$ cat src/rtl/ddft_pkg.sv
// shared constants, types and the twiddle table for the direct dft/idft engine
// used by ddft_div, direct_dft_idft_engine_unit and its bench; depends on nothing else
package ddft_pkg;

    localparam int MAX_POINTS         = 64;
    localparam int SINE_TABLE_ENTRIES = 1024;
    localparam int SAMPLE_BITS        = 16;

    // twiddle word is q1.15, results drop 15 fraction bits
    localparam int TW_W   = 16;
    localparam int FRAC   = 15;
    localparam int OUT_W  = 22;
    localparam int POW_W  = 43;

    localparam int PT_W    = $clog2(MAX_POINTS + 1);
    localparam int IDX_W   = $clog2(MAX_POINTS);
    localparam int ROM_AW  = $clog2(SINE_TABLE_ENTRIES);
    localparam int R_W     = $clog2(4 * MAX_POINTS);
    localparam int PROD_W  = SAMPLE_BITS + TW_W;
    localparam int ACC_W   = PROD_W + 1 + IDX_W;
    localparam int V_W     = ACC_W + 1;
    localparam int DIV_W   = V_W - FRAC;
    localparam int DIV_CNT_W = $clog2(DIV_W + 1);

    localparam int CFG_IDX_W  = 1;
    localparam int CFG_DATA_W = 7;
    localparam logic [CFG_IDX_W-1:0] REG_INVERSE_MODE  = 1'b0;
    localparam logic [CFG_IDX_W-1:0] REG_POINTS_IN_USE = 1'b1;
    localparam logic [CFG_DATA_W-1:0] POINTS_RESET = CFG_DATA_W'(64);

    // 2*pi in q3.29
    localparam logic [63:0] TWO_PI_Q29 = 64'd3373259426;
    localparam logic [63:0] ONE_Q30    = 64'h4000_0000;

    typedef enum logic [3:0] {
        ST_LOAD,
        ST_STEP_GO,
        ST_STEP_WAIT,
        ST_BIN_START,
        ST_MAC,
        ST_DRAIN,
        ST_SCALE,
        ST_DIV_GO,
        ST_DIV_WAIT,
        ST_SAT,
        ST_SQUARE,
        ST_EMIT
    } state_t;

    typedef logic signed [TW_W-1:0] sine_rom_t [SINE_TABLE_ENTRIES];

    // one table entry: quadrant fold, then an 11th order taylor series in q2.30
    function automatic logic signed [TW_W-1:0] sine_entry(input int unsigned p);
        logic [63:0] f;
        logic [63:0] a;
        logic [63:0] x2;
        logic [63:0] t;
        logic [63:0] s;
        logic        neg;
        neg = 1'b0;
        f = (64'(p) << 32) / 64'(SINE_TABLE_ENTRIES);
        if (f >= 64'h8000_0000)
        begin
            neg = 1'b1;
            f = f - 64'h8000_0000;
        end
        if (f > 64'h4000_0000)
            f = 64'h8000_0000 - f;
        a  = (f * TWO_PI_Q29 + 64'h4000_0000) >> 31;
        x2 = (a * a) >> 30;
        t  = ONE_Q30;
        t  = ONE_Q30 - (((x2 * t) >> 30) / 64'd110);
        t  = ONE_Q30 - (((x2 * t) >> 30) / 64'd72);
        t  = ONE_Q30 - (((x2 * t) >> 30) / 64'd42);
        t  = ONE_Q30 - (((x2 * t) >> 30) / 64'd20);
        t  = ONE_Q30 - (((x2 * t) >> 30) / 64'd6);
        s  = (a * t) >> 30;
        s  = (s * 64'd32767 + 64'h2000_0000) >> 30;
        if (s > 64'd32767)
            s = 64'd32767;
        sine_entry = neg ? TW_W'(64'd0 - s) : TW_W'(s);
    endfunction

    function automatic sine_rom_t build_sine_rom();
        sine_rom_t rom;
        for (int p = 0; p < SINE_TABLE_ENTRIES; p++)
        begin
            rom[p] = sine_entry(p);
        end
        return rom;
    endfunction

    localparam sine_rom_t SINE_ROM = build_sine_rom();

endpackage

$ cat src/rtl/ddft_div.sv
// two-lane restoring divider, one quotient bit per cycle, shared divisor
// depends on ddft_pkg for widths
module ddft_div (
    input  logic                         clk,
    input  logic                         rst_n,
    input  logic                         start,
    input  logic [ddft_pkg::PT_W-1:0]    divisor,
    input  logic [ddft_pkg::DIV_W-1:0]   dividend_a,
    input  logic [ddft_pkg::DIV_W-1:0]   dividend_b,
    output logic                         done,
    output logic [ddft_pkg::DIV_W-1:0]   quot_a,
    output logic [ddft_pkg::DIV_W-1:0]   quot_b,
    output logic [ddft_pkg::PT_W-1:0]    rem_a
);

    logic                              busy_reg;
    logic                              done_reg;
    logic [ddft_pkg::DIV_CNT_W-1:0]    cnt_reg;
    logic [ddft_pkg::PT_W-1:0]         div_reg;
    logic [ddft_pkg::DIV_W-1:0]        qa_reg;
    logic [ddft_pkg::DIV_W-1:0]        qb_reg;
    logic [ddft_pkg::PT_W-1:0]         ra_reg;
    logic [ddft_pkg::PT_W-1:0]         rb_reg;

    logic [ddft_pkg::PT_W:0]           shift_a;
    logic [ddft_pkg::PT_W:0]           shift_b;
    logic [ddft_pkg::PT_W:0]           div_ext;
    logic                              ge_a;
    logic                              ge_b;

    assign div_ext = {1'b0, div_reg};
    assign shift_a = {ra_reg, qa_reg[ddft_pkg::DIV_W-1]};
    assign shift_b = {rb_reg, qb_reg[ddft_pkg::DIV_W-1]};
    assign ge_a    = shift_a >= div_ext;
    assign ge_b    = shift_b >= div_ext;

    always_ff @(posedge clk or negedge rst_n)
    begin
        if (!rst_n)
        begin
            busy_reg <= 1'b0;
            done_reg <= 1'b0;
            cnt_reg  <= '0;
        end
        else if (start)
        begin
            busy_reg <= 1'b1;
            done_reg <= 1'b0;
            cnt_reg  <= '0;
        end
        else if (busy_reg)
        begin
            cnt_reg <= cnt_reg + 1'b1;
            if (cnt_reg == ddft_pkg::DIV_CNT_W'(ddft_pkg::DIV_W - 1))
            begin
                busy_reg <= 1'b0;
                done_reg <= 1'b1;
            end
        end
        else
        begin
            done_reg <= 1'b0;
        end
    end

    // dividend shifts out of the top while quotient bits shift in at the bottom
    always_ff @(posedge clk)
    begin
        if (start)
        begin
            div_reg <= divisor;
            qa_reg  <= dividend_a;
            qb_reg  <= dividend_b;
            ra_reg  <= '0;
            rb_reg  <= '0;
        end
        else if (busy_reg)
        begin
            qa_reg <= {qa_reg[ddft_pkg::DIV_W-2:0], ge_a};
            qb_reg <= {qb_reg[ddft_pkg::DIV_W-2:0], ge_b};
            ra_reg <= ge_a ? ddft_pkg::PT_W'(shift_a - div_ext) : ddft_pkg::PT_W'(shift_a);
            rb_reg <= ge_b ? ddft_pkg::PT_W'(shift_b - div_ext) : ddft_pkg::PT_W'(shift_b);
        end
    end

    assign done   = done_reg;
    assign quot_a = qa_reg;
    assign quot_b = qb_reg;
    assign rem_a  = ra_reg;

endmodule

$ cat config.mk
export PLATFORM = sky130hd
export DESIGN_NAME = ddft_div
export DESIGN_NICKNAME = d
export VERILOG_FILES = /design/src/rtl/ddft_pkg.sv /design/src/rtl/ddft_div.sv
export SDC_FILE = /design/constraint.sdc
export NUM_CORES = 1
export LEC_CHECK = 0
export CAP_MARGIN = 20
export CORE_MARGIN = 5
export CORE_UTILIZATION = 25
export CTS_BUF_LIST = sky130_fd_sc_hd__clkbuf_16
export CTS_CLUSTER_SIZE = 14
export DETAILED_ROUTE_END_ITERATION = 8
export DONT_BUFFER_PORTS = 1
export GPL_TIMING_DRIVEN = 1
export HOLD_SLACK_MARGIN = 0.03
export PLACE_DENSITY_LB_ADDON = 0.12
export SYNTH_ARGS = -nofsm -noshare
export SYNTH_HDL_FRONTEND = slang
export SYNTH_SLANG_ARGS = --single-unit
$ cat constraint.sdc
create_clock -name clk -period 2.7 [get_ports clk]
set_input_delay 0.405 -clock clk [delete_from_list [all_inputs] [get_ports clk]]
set_output_delay 0.405 -clock clk [all_outputs]
set_load 0.01 [all_outputs]
==> metrics.yaml, run 1 <==
syn_inst: 322
cts-resized-gates: 0
maxCapViolCount: 0
period_needed_ps: 2360
finClkSkew_ps: 6.40
critical_path_required_ps: 2910
synth.distinct_cells: 44
critical_path_class: "flip-flop to flip-flop"
arrival_ps: 2580
io_buffers: 0
n_fill_cell: 1686
numCtsBuffers: 9
p_total_w: 0.00408
fmax_ghz: 0.423
place.gp.congestion: 0.738
cp-end-kind: "flip-flop"
fin_hold_ws_ps: 148
hold_class: "primary input to flip-flop"
finalWorstSetupSlack_ps: 338
root_buffer: "clkbuf_16"
syn_area_per_cell_sq_um: 12.6
setup_viol_count_final: 0
synth_common_cells: "edfxtp_1 (57), mux2_2 (50), nand2_1 (24)"
critPathLaunchType: "flip-flop"
syn_to_final_growth_pct: 13.1
pre_cts_slack_ps: 334
ys_ff_latch: 78
cts_setup_buffers: 0
start_util_pct: 25.5
n_antenna_cell: 0
layout.nets: 400
synth_edf_count: 57
die_area_sq_um: 18900
drive_above_1_share_pct: 24.8
leakage_nw: 1.67
vias: 2486
multiInputGateArea_sq_um: 1730
antenna_found_initial: 2
regArea_sq_um: 2170
fin_tns_setup_ps: 0
grt_pass1_vias: 2653
cts_buffer_depth: 2
grt_pass1_wl_microns: 14800
slowest_stage: "edfxtp_1"
io_pins: 118
yosys.area.top_type: "edfxtp_1"
max-slew-margin-rel_pct: 55.3
die_y_microns: 137
wire_per_inst_microns: 17.6
synth.most_common_cell: "edfxtp_1"
rows: 46
slowest_delay_ps: 440
clkTransAtPathRegs_ps: 60
seq_area_frac_synth_pct: 53.5
powerDensity_nw_per_um2: 891
drc: 0
synth_top_area_share_pct: 42.2
period_share_pct: 87.5
clock-sinks: 78
cts_tree: "yes"
netlist_area_sq_um: 4050
cp.buffers_inverters: 1
crit_path_cell_trace: "inv_1 -> ha_1 -> fa_1 -> nor2b_1 -> o22ai_4 -> a31oi_4 -> or2_1 -> mux2_2"
grt_max_degree: 69
grtUsageTotal_pct: 10.4
synthFlopType: "edfxtp_1"
drt-initial-drc-count: 86
wirelength_microns: 9550
path_max_fanout: 8
status: "complete, no violations"
yosys_warnings: 0
drv_slew: 0
final-hold-violation-count: 0
overflow: 0
firstDrtPassIters: 4
utilization_pct: 28.9
rsz0062_at_grt: "no"
async_flop_share_pct: 8.97
place_hpwl_microns: 6930
cp_top_family: "adder cells"
detail_route.vias_per_cell: 4.58
synthTopCellsByArea: "edfxtp_1 (42%), mux2_2 (14%), dfxtp_1 (6.9%)"
syn_nets: 400
peakVddDrop_uv: 315
cts-htree-levels: 3
core_area_sq_um: 15900
die_w_microns: 137
ant_nets: 0
worst_pin_slew_ps: 670
clk_latency_ps: 340
-- layout by cell type (no fill, tap or decap), drive strengths merged, types with 2 or more instances in the layout --
cell type  count
fa             2
a221o          2
o21bai         2
clkinvlp       3
buf            6
nor3b          2
a21oi          9
nor3           4
nor4b          3
nor2b          5
mux2          50
nand2b         5
nand4          5
o21a           2
nand2         24
a311oi         2
inv           20
dfrtp          7
xor2           4
xnor2          4
o22ai          2
nand3          3
clkbuf         9
o21ai          7
o211ai        13
clkinv         2
nor2          13
ha            16
dfxtp         14
mux2i          5
a31oi          3
edfxtp        57
o311ai         3
or3            4
or2            6
o221ai         4
-- through the flow --
stage / instances / instance area (sq um)
after floorplan: 322 / 4050
after global placement: 526 / 4280
after detailed placement: 526 / 4280
after CTS: 543 / 4580
after global routing: 543 / 4580
final: 543 / 4580
-- metal layers --
metal | vias to the layer above | share of wire, % | track usage (%)
met3 | 15 | 12 | 6.10
met5 | - | 0.21 | 0
met4 | 4 | 2.2 | 5.16
met2 | 89 | 46 | 16.1
met1 | 1178 | 40 | 11.4
li1 | 1200 | - | -
-- what timing repair did --
item                                    in CTS  in global routing
hold endpoints to repair                     7                  0
hold buffers                                 1                  0
endpoints found under the setup margin       0                  0
-- worst paths after layout --
path | slack [ps] | from | cells after the start | endpoint
max | 340 | quot_a[24] | 8 | quot_a[0]
min | 150 | start | 1 | cnt_reg[0]
max reg2reg | 340 | quot_a[24] | 8 | quot_a[0]
min reg2reg | 470 | rb_reg[6] | 2 | rb_reg[6]
max in group asynchronous | 2030 | rst_n | 1 | cnt_reg[3]
min in group asynchronous | 410 | rst_n | 1 | cnt_reg[2]
-- where the power goes --
part	switching, W	internal (W)	total, W
Combinational	0.000595	0.000522	0.00112
Sequential	0.000255	0.00151	0.00176
Clock	0.000493	0.000709	0.00120
-- worst reg2reg max path, cell delays in order (launching register included) --
cell,delay (ps)
edfxtp_1,440
inv_1,70
ha_1,230
fa_1,400
nor2b_1,270
o22ai_4,150
a31oi_4,150
or2_1,320
mux2_2,220
-- cells by family (layout without fill, tap and decap cells) --
| family | count (synthesis) | after routing | synth area share, % |
|---|---|---|---|
| flops | 78 | 78 | 53.5 |
| simple gates | 75 | 75 | 9.48 |
| mux | 55 | 55 | 15.1 |
| compound gates | 51 | 51 | 10.4 |
| buf+inv | 37 | 42 | 3.89 |
| fa+ha+maj | 18 | 18 | 5.93 |
| xor+xnor | 8 | 8 | 1.73 |
-- layout make-up --
| class | count | share of cell area (%) |
|---|---|---|
| Tap cell | 216 | 5.90 |
| Inverter | 19 | 1.56 |
| Clock buffer | 9 | 4.91 |
| Sequential cell | 78 | 47.3 |
| Multi-Input combinational cell | 207 | 37.7 |
| Timing Repair Buffer | 7 | 1.20 |
| Clock inverter | 7 | 1.45 |
Note: power is estimated with default switching activity, not from simulation.
==> run 2, diff against run 1 <==
--- a/config.mk
+++ b/config.mk
@@ -7,7 +7,7 @@
 export LEC_CHECK = 0
 export CAP_MARGIN = 20
 export CORE_MARGIN = 5
-export CORE_UTILIZATION = 25
+export CORE_UTILIZATION = 35
 export CTS_BUF_LIST = sky130_fd_sc_hd__clkbuf_16
 export CTS_CLUSTER_SIZE = 14
 export DETAILED_ROUTE_END_ITERATION = 8
@@ -15,6 +15,7 @@
 export GPL_TIMING_DRIVEN = 1
 export HOLD_SLACK_MARGIN = 0.03
 export PLACE_DENSITY_LB_ADDON = 0.12
+export REMOVE_ABC_BUFFERS = 1
 export SYNTH_ARGS = -nofsm -noshare
 export SYNTH_HDL_FRONTEND = slang
 export SYNTH_SLANG_ARGS = --single-unit
==> metrics.yaml, run 2 (synthesis results as in run 1) <==
grt_pass1_vias: 2467  # was 2653
cts_tree: "yes"  # unchanged
seqPwrFrac_pct: 42.0  # was 43.2%
clkTransAtPathRegs_ps: 70  # was 60 ps
drc: 0  # unchanged
fin_tns_setup_ps: 0  # unchanged
finClkSkew_ps: 8.80  # was 6.40 ps
fin_hold_ws_ps: 129  # was 148 ps
critPathLaunchType: "flip-flop"  # unchanged
arrival_ps: 2590  # was 2580 ps
maxCapViolCount: 0  # unchanged
cp-end-kind: "flip-flop"  # unchanged
numCtsBuffers: 9  # unchanged
syn_to_final_growth_pct: 11.7  # was 13.1%
setup_viol_count_final: 0  # unchanged
layout_commonest_cell: "edfxtp_1"  # unchanged
p_sw_share_pct: 33.1  # was 32.9%
clkPwrFrac_pct: 30.6  # was 29.4%
comb_power_share_pct: 27.4  # about the same
die_y_microns: 118  # was 137 microns
slowest_delay_ps: 410  # was 440 ps
critical_path_class: "flip-flop to flip-flop"  # unchanged
cp_top_family: "simple AND/OR/NAND/NOR gates"  # was adder cells
detail_route.vias_per_cell: 5.26  # was 4.58
layout.nets: 401  # was 400
p_switching_w: 0.00137  # was 0.00134 W
wire_per_inst_microns: 18.7  # was 17.6 microns
core_area_sq_um: 11400  # was 15900 sq um
multiInputGateArea_sq_um: 1730  # unchanged
slowest_stage: "edfxtp_1"  # unchanged
vias: 2477  # was 2486
pre_cts_slack_ps: 345  # was 334 ps
peakVddDrop_uv: 600  # was 315 uV
ant_nets: 0  # unchanged
crit_path_cell_trace: "ha_1 -> fa_1 -> nor2b_1 -> o22ai_4 -> a31oi_4 -> or2_1 -> mux2_2"  # was inv_1 -> ha_1 -> fa_1 -> nor2b_1 -> o22ai_4 -> a31oi_4 -> or2_1 -> mux2_2
finalWorstSetupSlack_ps: 320  # was 338 ps
regArea_sq_um: 2170  # unchanged
instances_no_fill: 471  # was 543
clock-sinks: 78  # unchanged
final_cell_mix: "edfxtp_1 (57), mux2_2 (50), nand2_1 (24), inv_1 (18), ha_1 (16)"  # was edfxtp_1 (57), mux2_2 (50), nand2_1 (24), inv_1 (19), ha_1 (16)
place_hpwl_microns: 6120  # was 6930 microns
cts_buffer_depth: 2  # unchanged
die_w_microns: 118  # was 137 microns
die_area_sq_um: 13800  # was 18900 sq um
post_dp_cell_area_sq_um: 4210  # was 4280 sq um
io_pins: 118  # unchanged
place.gp.congestion: 0.807  # was 0.738
final_area_sq_um: 4530  # was 4580 sq um
powerDensity_nw_per_um2: 912  # was 891 nW/um^2
hold_class: "primary input to flip-flop"  # unchanged
wirelength_microns: 8820  # was 9550 microns
io_buffers: 0  # unchanged
drv_slew: 0  # unchanged
leakage_nw: 1.69  # was 1.67 nW
path_max_fanout: 8  # unchanged
period_needed_ps: 2380  # was 2360 ps
rsz0062_at_grt: "no"  # unchanged
n_fill_cell: 1092  # was 1686
firstDrtPassIters: 4  # unchanged
grtUsageTotal_pct: 12.7  # was 10.4%
overflow: 0  # unchanged
drive_above_1_share_pct: 25.3  # was 24.8%
status: "complete, no violations"  # unchanged
final-hold-violation-count: 0  # unchanged
clk_latency_ps: 340  # about the same
p_int_w: 0.00276  # was 0.00274 W
period_share_pct: 88.2  # was 87.5%
fmax_ghz: 0.420  # was 0.423 GHz
critical_path_required_ps: 2910  # about the same
max-slew-margin-rel_pct: 77.0  # was 55.3%
antenna_found_initial: 3  # was 2
root_buffer: "clkbuf_16"  # unchanged
drt-initial-drc-count: 121  # was 86
rows: 39  # was 46
cp.buffers_inverters: 0  # was 1
n_antenna_cell: 0  # unchanged
grt_max_degree: 69  # unchanged
worst_pin_slew_ps: 340  # was 670 ps
cts-htree-levels: 3  # unchanged
start_util_pct: 35.6  # was 25.5%
placedCellCount: 454  # was 526
grt_pass1_wl_microns: 13800  # was 14800 microns
## run 2: area by class of cell
| class | count | share of cell area, % |
|---|---|---|
| clock inverter | 7 | 1.77 |
| sequential | 78 | 47.9 |
| multi-input combinational | 207 | 38.2 |
| timing repair buffer | 8 | 1.66 |
| tap | 143 | 3.95 |
| inverter | 19 | 1.58 |
| clock buffer | 9 | 4.98 |
## run 2: timing repair
item	in CTS	in global routing
hold endpoints to repair	7	0
hold buffers	1	0
buffers inserted	0	0
resized for setup	0	0
## run 2: final timing paths
kind / start / end / slack (ps) / cells after the start
worst min register to register: rb_reg[6] / rb_reg[6] / 470 / 2
max in group asynchronous: rst_n / cnt_reg[2] / 2050 / 1
worst min-delay path: start / cnt_reg[4] / 130 / 1
min in group asynchronous: rst_n / cnt_reg[3] / 400 / 1
worst max register to register: div_reg[0] / quot_a[0] / 320 / 7
worst max-delay path: div_reg[0] / quot_a[0] / 320 / 7
## run 2: power groups by stage
stage	Sequential [W]	Combinational [W]	Clock, W
CTS	0.00174	0.00113	0.00130
global route	0.00177	0.00127	0.00137
global placement	0.00177	0.00112	0
floorplan	0.00171	0.000914	0
detailed placement	0.00177	0.00112	0
finish	0.00173	0.00113	0.00126
## run 2: per-layer routing
| metal | track usage (%) | vias to the layer above | share of wire (%) |
|---|---|---|---|
| li1 | - | 1203 | - |
| met1 | 16.4 | 1144 | 43 |
| met2 | 16.8 | 104 | 42 |
| met3 | 8.17 | 20 | 12 |
| met4 | 4.95 | 6 | 1.8 |
| met5 | 0 | - | 0.39 |
## run 2: through the flow
step | power, W | utilization, %
2_1_floorplan | 0.00262 | -
6_report | 0.00413 | 39.8
4_1_cts | 0.00418 | 39.8
3_5_place_dp | 0.00289 | 37.0
3_3_place_gp | 0.00290 | 37.0
5_1_grt | 0.00440 | 39.8
## run 2: worst reg2reg max path: stages, from the launching register on
cell      delay, ps
edfxtp_1        410
ha_1            220
fa_1            380
nor2b_1         270
o22ai_4         150
a31oi_4         260
or2_1           340
mux2_2          210
